File: src/hdl/sibs_pkg.sv
// ----------------------------------------------------------------------------
// sibs_pkg
// Types and constants shared by the set membership engine.
// ----------------------------------------------------------------------------
package sibs_pkg;

  localparam int unsigned ELEM_W            = 32;
  localparam int unsigned CMD_W             = 2;
  localparam int unsigned SET_DEPTH_DEFAULT = 256;

  typedef logic signed [ELEM_W-1:0] elem_t;

  // Command codes; the remaining code is ignored.
  typedef enum logic [CMD_W-1:0] {
    CMD_CLEAR = 2'd0,
    CMD_ADD   = 2'd1,
    CMD_PROBE = 2'd2
  } cmd_t;

endpackage

File: src/hdl/sibs_seq.sv
// ----------------------------------------------------------------------------
// sibs_seq
// Command sequencer: insertion walk for adds, binary search for probes.
// ----------------------------------------------------------------------------
module sibs_seq #(
  parameter int unsigned SET_DEPTH = sibs_pkg::SET_DEPTH_DEFAULT
) (
  input  logic                           clk,
  input  logic                           rst_n,
  // command side
  input  logic                           in_valid,
  output logic                           in_ready,
  input  logic [sibs_pkg::CMD_W-1:0]     in_cmd,
  input  sibs_pkg::elem_t                in_value,
  // result side
  output logic                           res_valid,
  input  logic                           res_ready,
  output sibs_pkg::elem_t                res_value,
  // store port
  output logic                           wr_en,
  output logic [$clog2(SET_DEPTH)-1:0]   wr_addr,
  output sibs_pkg::elem_t                wr_data,
  output logic [$clog2(SET_DEPTH)-1:0]   rd_addr,
  input  sibs_pkg::elem_t                rd_data
);
  import sibs_pkg::*;

  localparam int unsigned AW = $clog2(SET_DEPTH);
  localparam int unsigned CW = $clog2(SET_DEPTH + 1);

  typedef enum logic [4:0] {
    S_IDLE  = 5'b00001,
    S_INS   = 5'b00010,
    S_PLACE = 5'b00100,
    S_SRCH  = 5'b01000,
    S_EMIT  = 5'b10000
  } state_t;

  state_t         state_r, state_nxt;
  logic [CW-1:0]  count_r, count_nxt;
  logic [AW-1:0]  idx_r, idx_nxt;
  logic [CW-1:0]  lo_r, lo_nxt;
  logic [CW-1:0]  hi_r, hi_nxt;
  logic [AW-1:0]  mid_r, mid_nxt;
  elem_t          val_r, val_nxt;
  logic [CW:0]    span_sum;
  logic [CW-1:0]  lo_try, hi_try;

  assign res_value = val_r;

  always_comb begin
    state_nxt = state_r;
    count_nxt = count_r;
    idx_nxt   = idx_r;
    lo_nxt    = lo_r;
    hi_nxt    = hi_r;
    mid_nxt   = mid_r;
    val_nxt   = val_r;
    wr_en     = 1'b0;
    wr_addr   = idx_r;
    wr_data   = rd_data;
    rd_addr   = mid_r;
    in_ready  = (state_r == S_IDLE);
    res_valid = 1'b0;
    lo_try    = lo_r;
    hi_try    = hi_r;
    span_sum  = '0;

    unique case (state_r)
      S_IDLE: begin
        if (in_valid) begin
          val_nxt = in_value;
          case (in_cmd)
            CMD_CLEAR: begin
              count_nxt = '0;
            end
            CMD_ADD: begin
              if (count_r != CW'(SET_DEPTH)) begin
                if (count_r == '0) begin
                  // empty store: place directly at the bottom
                  wr_en     = 1'b1;
                  wr_addr   = '0;
                  wr_data   = in_value;
                  count_nxt = CW'(1);
                end else begin
                  idx_nxt   = AW'(count_r);
                  rd_addr   = AW'(count_r - CW'(1));
                  state_nxt = S_INS;
                end
              end
            end
            CMD_PROBE: begin
              if (count_r != '0) begin
                lo_nxt    = '0;
                hi_nxt    = count_r;
                rd_addr   = AW'(count_r >> 1);
                mid_nxt   = AW'(count_r >> 1);
                state_nxt = S_SRCH;
              end
            end
            default: begin
            end
          endcase
        end
      end

      S_INS: begin
        // rd_data holds entry idx_r-1
        if (rd_data > val_r) begin
          wr_en   = 1'b1;
          wr_addr = idx_r;
          wr_data = rd_data;
          idx_nxt = idx_r - AW'(1);
          if (idx_r == AW'(1)) begin
            state_nxt = S_PLACE;
          end else begin
            rd_addr = idx_r - AW'(2);
          end
        end else begin
          wr_en     = 1'b1;
          wr_addr   = idx_r;
          wr_data   = val_r;
          count_nxt = count_r + CW'(1);
          state_nxt = S_IDLE;
        end
      end

      S_PLACE: begin
        wr_en     = 1'b1;
        wr_addr   = idx_r;
        wr_data   = val_r;
        count_nxt = count_r + CW'(1);
        state_nxt = S_IDLE;
      end

      S_SRCH: begin
        // rd_data holds entry mid_r
        if (rd_data == val_r) begin
          state_nxt = S_EMIT;
        end else begin
          if (rd_data < val_r) begin
            lo_try = CW'(mid_r) + CW'(1);
          end else begin
            hi_try = CW'(mid_r);
          end
          lo_nxt = lo_try;
          hi_nxt = hi_try;
          if (lo_try < hi_try) begin
            span_sum = {1'b0, lo_try} + {1'b0, hi_try};
            rd_addr  = AW'(span_sum >> 1);
            mid_nxt  = AW'(span_sum >> 1);
          end else begin
            state_nxt = S_IDLE;
          end
        end
      end

      S_EMIT: begin
        res_valid = 1'b1;
        if (res_ready) begin
          state_nxt = S_IDLE;
        end
      end

      default: begin
        state_nxt = S_IDLE;
      end
    endcase
  end

  always_ff @(posedge clk) begin
    if (!rst_n) begin
      state_r <= S_IDLE;
      count_r <= '0;
    end else begin
      state_r <= state_nxt;
      count_r <= count_nxt;
    end
  end

  always_ff @(posedge clk) begin
    idx_r <= idx_nxt;
    lo_r  <= lo_nxt;
    hi_r  <= hi_nxt;
    mid_r <= mid_nxt;
    val_r <= val_nxt;
  end

endmodule

File: config.mk
export PLATFORM = sky130hd
export DESIGN_NAME = sibs_seq
export DESIGN_NICKNAME = d
export VERILOG_FILES = /design/src/hdl/sibs_pkg.sv /design/src/hdl/sibs_seq.sv
export SDC_FILE = /design/constraint.sdc
export NUM_CORES = 1
export LEC_CHECK = 0
export ABC_CLOCK_PERIOD_IN_PS = 8000
export BUFFER_PORTS_ARGS = -buffer_cell sky130_fd_sc_hd__buf_2
export CORE_MARGIN = 1
export CORE_UTILIZATION = 43
export CTS_CLUSTER_DIAMETER = 80
export CTS_CLUSTER_SIZE = 28
export DETAILED_ROUTE_END_ITERATION = 8
export PLACE_DENSITY_LB_ADDON = 0.15
export SYNTH_ARGS = -nofsm -noshare
export SYNTH_HDL_FRONTEND = slang
export SYNTH_SLANG_ARGS = --single-unit
File: constraint.sdc
create_clock -name clk -period 8 [get_ports clk]
set_input_delay 0 -clock clk [delete_from_list [all_inputs] [get_ports clk]]
set_output_delay 0 -clock clk [all_outputs]
set_load 0.005 [all_outputs]
==> out/results.tsv, run 1 <==
stage	metric	value	unit
status	status	completed	
layout	layout.cells.non_filler	1209	
pwr	p_clk_frac	0.225	
pwr	sequentialPowerShare	0.278	
global_routing	antenna_found_initial	0	
cts	cts_buffer_depth	2	
pwr	p_int	1.18	mW
pwr	comb_power_share	0.497	
sta	max_freq	164	MHz
cts	clock_latency	0.35	ns
worst_setup_path	arrival	6.08	ns
sta	skew	0.00901	ns
logic_synthesis	synth_edf_count	66	
die	die_y	130	um
hold_path	whs_path_depth	4	
placed_design	dpl.hpwl	16.0	mm
placed_design	dp_cells	1160	
detailed_routing	viasPerCell	5.73	
die	io_pins	153	
placed_design	gp_congestion	0.902	
pwr	power_density	233	mW/mm^2
cts	cts_buffers	9	
hold_path	holdPathEnd	state_r[4]	
worst_setup_path	cp-end-kind	primary output	
sta	hold_viol	0	
die	fp.dieArea	0.0168	sq mm
worst_setup_path	start_kind	register	
logic_synthesis	synth_area	0.00699	sq mm
sta	tightest_slew	0.966	ns
placed_design	port_buffers	152	
worst_setup_path	path_class	register to primary output	
die	row_count	46	
detailed_routing	vias	6924	
sta	setup_tns	0	ns
sta	period_needed	6.08	ns
detailed_routing	drtIter0Drc	477	
die	initial_core_util	0.440	
global_routing	grt_pass1_vias	6305	
hold_path	min-delay-path-class	input pin to register	
cts	tritoncts	yes	
worst_setup_path	r2r-start	res_value[21]	
worst_setup_path	rr_worst_depth	19	
logic_synthesis	ys_ff_latch	80	
layout	final_cell_mix	buf_2, a21oi_1, inv_1	
logic_synthesis	yosys-top-cells-area	edfxtp_1, ha_1, a21oi_1, o21ai_0, inv_1	
sta	finalSetupViolations	0	
pwr	switching_power	0.817	mW
sta	final_max_slew_viol_count	0	
global_routing	grt_pass1_wl	33.8	mm
worst_setup_path	rrSetupSlack	2.24	ns
global_routing	grt_overflow	0	
logic_synthesis	synth_area_per_cell	8.44	sq um
run	maxCapViolCount	0	
logic_synthesis	synth_cell_types	86	
cts	htreeDepth	3	
layout	syn_to_final_growth	22.1	%
sta	rsz0062_at_grt	false	
logic_synthesis	synth_top_area_frac	0.283	
placed_design	pre_cts_ws	2.32	ns
layout	fill_cells	1551	
logic_synthesis	post-synth-top-area-cell	edfxtp_1	
layout	multi_input_area	0.00424	sq mm
pwr	swShare	0.410	
worst_setup_path	crit_fanout	18	
detailed_routing	routed_wl	22.0	mm
worst_setup_path	critPathRequiredTime	8.00	ns
detailed_routing	antenna_left	0	
cts	cts_root_buf	clkbuf_16	
sta	setup_ws	1.92	ns
detailed_routing	wl_per_cell	18.2	um
cts	cts-resized-gates	0	
cts	cts_sinks	80	
global_routing	grt_use_total	0.262	
logic_synthesis	yosysWarnings	0	
pwr	p_leak	3.78	nW
pwr	design_power_total	1.99	mW
sta	max-slew-margin-rel	0.356	
global_routing	grt_max_degree	33	
hold_path	hp-start	res_ready	
detailed_routing	drt_pre_antenna_iters	8	
worst_setup_path	worstReg2RegEnd	mid_r[3]	
layout	layout-drive-gt1-share	0.208	
layout	nets	1112	
layout	regArea	0.00226	sq mm
layout	antennaDiodeCount	0	
logic_synthesis	syn-num-nets	953	
sta	post-route-period-util	0.760	
logic_synthesis	syn_inst	829	
layout	layout_commonest_cell	buf_2	
logic_synthesis	synthFlopType	edfxtp_1	
logic_synthesis	yosysSeqAreaShare	0.323	
die	core-area	0.0159	sq mm
cts	path_clk_slew	0.06	ns
logic_synthesis	synthArstFlopShare	0	
die	die_x	130	um
detailed_routing	drc	0	
pwr	ir_worst_vdd	0.000116	V
-- final cells by class --
type,count,area share
Tap cell,216,0.0317
Inverter,79,0.0347
Clock buffer,11,0.0273
Multi-Input combinational cell,625,0.497
Timing Repair Buffer,193,0.135
Clock inverter,5,0.00938
Sequential cell,80,0.265
-- power groups by stage --
| stage | registers (mW) | clock network [mW] | logic [mW] |
|---|---|---|---|
| after floorplan | 0.548 | 0 | 0.634 |
| after global placement | 0.561 | 0 | 0.961 |
| after detailed placement | 0.561 | 0 | 0.961 |
| after CTS | 0.552 | 0.457 | 0.980 |
| after global routing | 0.559 | 0.470 | 1.10 |
| final | 0.554 | 0.447 | 0.991 |
-- cell families (layout without fill, tap and decap cells) --
| logic type | after synthesis | in the layout | synth area share |
|---|---|---|---|
| buffers and inverters | 124 | 288 | 0.0716 |
| adder cells (fa/ha/maj) | 54 | 54 | 0.0966 |
| multiplexers | 11 | 11 | 0.0161 |
| XOR/XNOR | 40 | 40 | 0.0501 |
| AND/OR/NAND/NOR | 259 | 259 | 0.193 |
| flip-flops | 80 | 80 | 0.323 |
| AO/OA/AOI/OAI | 261 | 261 | 0.249 |
-- stage by stage --
step                      hold WS [ns]  instance area [sq um]   util
after global placement           0.194                   7890  0.497
after global routing            0.0352                   8540  0.537
final                           0.0145                   8540  0.537
after floorplan                 0.0989                   6990      -
after detailed placement         0.198                   7890  0.497
after CTS                       0.0120                   8540  0.537
-- worst max-delay path by stage --
| stage | startpoint | slack (ns) | to | cells past startpoint |
|---|---|---|---|---|
| CTS | res_value[21] | 1.93 | rd_addr[7] | 20 |
| floorplan | res_value[7] | 3.09 | mid_r[3] | 20 |
| global placement | res_value[21] | 2.48 | mid_r[3] | 19 |
| global route | res_value[17] | 1.44 | rd_addr[7] | 20 |
| detailed placement | res_value[21] | 2.32 | mid_r[3] | 19 |
| finish | res_value[21] | 1.92 | rd_addr[7] | 20 |
-- synthesized netlist by cell type (3+ instances only) --
| master | instances |
|---|---|
| a21oi_1 | 91 |
| inv_1 | 78 |
| nand2_1 | 77 |
| edfxtp_1 | 66 |
| nor2_1 | 64 |
| o21ai_0 | 59 |
| ha_1 | 54 |
| clkbuf_1 | 35 |
| xnor2_1 | 24 |
| nand3_1 | 18 |
| a222oi_1 | 17 |
| and2_1 | 16 |
| xor2_1 | 16 |
| dfxtp_1 | 14 |
| nor3_1 | 13 |
| nor2b_1 | 11 |
| nand4_1 | 10 |
| and3_1 | 9 |
| mux2i_1 | 9 |
| a221o_1 | 7 |
| a31oi_1 | 7 |
| a21o_1 | 6 |
| o221ai_1 | 6 |
| o22ai_1 | 6 |
| o211ai_1 | 5 |
| o21ai_1 | 5 |
| a211o_1 | 4 |
| a211oi_1 | 4 |
| buf_2 | 4 |
| nand2b_1 | 4 |
| nand3b_1 | 4 |
| nor3b_1 | 4 |
| nor4_1 | 4 |
| buf_6 | 3 |
| nor3_4 | 3 |
| o31ai_1 | 3 |
-- what timing repair did --
action | in CTS | in global routing
hold buffers | 33 | 0
buffers inserted | 0 | 0
endpoints found under the hold margin | 35 | 0
-- sequential cells by signal (all words and copies together), names as in the netlist --
register	flops
count_r	9
res_value	32
mid_r	8
idx_r	8
state_r	5
hi_r	9
lo_r	9
-- worst max-delay path: stages, from the launching register on --
cell and delay [ns]:
edfxtp_1 0.36, inv_1 0.05, ha_1 0.31, a211oi_2 0.25, nor2_1 0.11, o311ai_2 0.49, a21oi_2 0.22, nor3_4 0.70
mux2i_1 0.39, inv_1 0.08, ha_1 0.45, nor3_1 0.15, a311oi_1 0.30, o31ai_1 0.11, o41ai_1 0.27, o21ai_1 0.13
a211oi_2 0.46, nor2_1 0.14, a2111oi_0 0.43, o22ai_1 0.17, buf_2 0.16
-- layer usage --
layer	wire length (um)	global-route usage	part of all wire
met1	10100	0.352	0.46
met2	9860	0.429	0.45
met3	1530	0.0376	0.070
met4	474	0.0971	0.022
met5	0	0	0
(Power assumes the default switching activity.)
==> run 2: changes to the inputs <==
- ABC_CLOCK_PERIOD_IN_PS: 8000 -> 5800
- clock period: 8 -> 5.8 ns (I/O delays scaled with it)
==> run 2 against run 1 <==
  * The flow now finishes with violations (design-rule violations)
  * Setup slack got worse by 1.6 ns
  * Wire length increased by 2.5%
  * Clock-buffer cell count increased by 1
  * Clock skew increased by 0.0041 ns
  * Sequential power increased by 38%
  * Largest cell class unchanged
==> out/results.tsv, run 2 (synthesized netlist as in run 1, its figures left out) <==
stage	metric	value	unit
status	status	finished, violations left	
status	violations	design-rule violations	
run	maxCapViolCount	0	
die	die_x	130	um
die	io_pins	153	
layout	regArea	0.00226	sq mm
hold_path	min-delay-path-class	input pin to register	
layout	syn_to_final_growth	23.1	%
pwr	ir_worst_vdd	0.000140	V
layout	antennaDiodeCount	0	
worst_setup_path	arrival	5.49	ns
worst_setup_path	crit_chain	inv_1, ha_1, nand4_1, nor4_4, a21boi_2, o31a_2, nor3_4, buf_4, nand2_1, nand2_1, ha_2, nor3_1, a311oi_1, o31ai_1, o41ai_1, o21ai_1, a211oi_4, nor2_1, a2111oi_1, o22ai_1, buf_2	
worst_setup_path	start_kind	register	
worst_setup_path	crit_top_cell	nand2_1	
layout	post-route-util	0.542	
sta	max_freq	182	MHz
layout	multi_input_area	0.00430	sq mm
sta	tightest_slew	1.07	ns
detailed_routing	drtIter0Drc	563	
placed_design	dpl.hpwl	16.5	mm
worst_setup_path	crit_family	compound AO/OA/AOI/OAI gates	
global_routing	grt_use_total	0.266	
sta	final_max_slew_viol_count	0	
sta	max-slew-margin-rel	0.285	
die	core-area	0.0159	sq mm
die	fp.dieArea	0.0168	sq mm
cts	path_clk_slew	0.06	ns
global_routing	top_usage_layer	met2	
global_routing	grt_max_degree	42	
placed_design	gp_congestion	0.883	
sta	skew	0.0131	ns
sta	finalSetupViolations	0	
placed_design	dp_cells	1165	
detailed_routing	drt_pre_antenna_iters	9	
sta	setup_tns	0	ns
global_routing	antenna_found_initial	0	
global_routing	grt.met2_usage	0.448	
placed_design	port_buffers	152	
worst_setup_path	path_class	register to primary output	
detailed_routing	viasPerCell	5.82	
layout	final_cell_mix	buf_2, a21oi_1, inv_1	
sta	period_needed	5.49	ns
worst_setup_path	slowest_stage	ha_2	
die	initial_core_util	0.440	
layout	fill_cells	1542	
cts	tritoncts	yes	
placed_design	pre_cts_ws	0.485	ns
sta	post-route-period-util	0.947	
sta	hold_viol	0	
cts	cts_buffers	9	
worst_setup_path	cp_slowest_stage_delay	0.44	ns
cts	clock_latency	0.35	ns
pwr	p_leak	3.81	nW
worst_setup_path	critPathRequiredTime	5.80	ns
global_routing	grt_pass1_vias	6503	
pwr	power_density	317	mW/mm^2
layout	layout_commonest_cell	buf_2	
worst_setup_path	crit_fanout	17	
global_routing	grtUsageMet3	0.0326	
worst_setup_path	path_buf_inv	3	
cts	cts_buffer_depth	2	
global_routing	grtUsageMet1	0.345	
cts	cts_sinks	80	
global_routing	grt_pass1_wl	34.3	mm
detailed_routing	drc	5	
layout	nets	1118	
layout	layout-drive-gt1-share	0.217	
cts	htreeDepth	3	
detailed_routing	wl_per_cell	18.5	um
cts	cts_root_buf	clkbuf_16	
worst_setup_path	cp-end-kind	primary output	
sta	setup_ws	0.307	ns
layout	largest_reg_flops	32	
global_routing	grt_overflow	0	
detailed_routing	vias	7074	
layout	layout.cells.non_filler	1215	
die	die_y	130	um
detailed_routing	antenna_left	0	
pwr	design_power_total	2.73	mW
detailed_routing	routed_wl	22.5	mm
die	row_count	46	
## run 2: cell count changes in the layout (fill, tap and decap cells not counted), sizes merged
cell / previous run / this run
buf: 160 / 165
bufinv: 2 / 0
clkbuf: 11 / 12
clkinv: 2 / 4
dlygate4sd3: 33 / 34
inv: 79 / 78
## run 2: worst register-to-register path: stages (launching register included)
cell and delay (ns):
edfxtp_1 0.37, inv_1 0.05, ha_1 0.30, nand4_1 0.24, nor4_4 0.43, a21boi_2 0.35
o31a_2 0.30, nor3_4 0.06, buf_4 0.22, nand2_1 0.09, nand2_1 0.07, ha_2 0.44
nor3_1 0.11, a311oi_1 0.32, o31ai_1 0.14, o41ai_1 0.26, o21ai_1 0.16, a211o_1 0.39
nor2_4 0.25, nor2_2 0.16, a221o_1 0.36
## run 2: area by class of cell
| type | count | area share |
|---|---|---|
| clock inverter | 4 | 0.00349 |
| sequential | 80 | 0.263 |
| clock buffer | 12 | 0.0298 |
| tap | 216 | 0.0314 |
| multi-input combinational | 625 | 0.499 |
| inverter | 79 | 0.0344 |
| timing repair buffer | 199 | 0.139 |
## run 2: timing repair
action	CTS	global route
buffers inserted	0	0
hold endpoints to repair	35	0
hold buffers	34	0
gates resized for setup	0	9
setup endpoints to repair	0	4
## run 2: routing by layer
metal | up-vias | routed length [um]
li1 | 3381 | -
met1 | 3324 | 10000
met2 | 335 | 10400
met4 | 0 | 499
met5 | - | 0
met3 | 34 | 1630
## run 2: path summary, 6_finish.rpt
kind	start	end	slack, ns	depth (start not counted)
hold reg to reg	hi_r[8]	hi_r[8]	0.66	2
setup / recovery	res_value[15]	rd_addr[7]	0.31	21
setup reg to reg	res_value[15]	mid_r[3]	0.50	20
hold / removal	in_valid	state_r[0]	0.12	4
## run 2: stage by stage
step	hold WS, ns	cell area, sq um
after floorplan	0.0989	6990
after global placement	0.195	7930
after detailed placement	0.196	7930
after CTS	0.0925	8560
after global routing	0.118	8610
final	0.116	8610
## run 2: where the power goes
| part | internal (mW) | total [mW] | switching, mW | leakage [nW] |
|---|---|---|---|---|
| Combinational | 0.558 | 1.40 | 0.846 | 2.93 |
| Sequential | 0.703 | 0.762 | 0.0587 | 0.738 |
| Clock | 0.315 | 0.566 | 0.251 | 0.139 |
| Total | 1.58 | 2.73 | 1.16 | 3.81 |
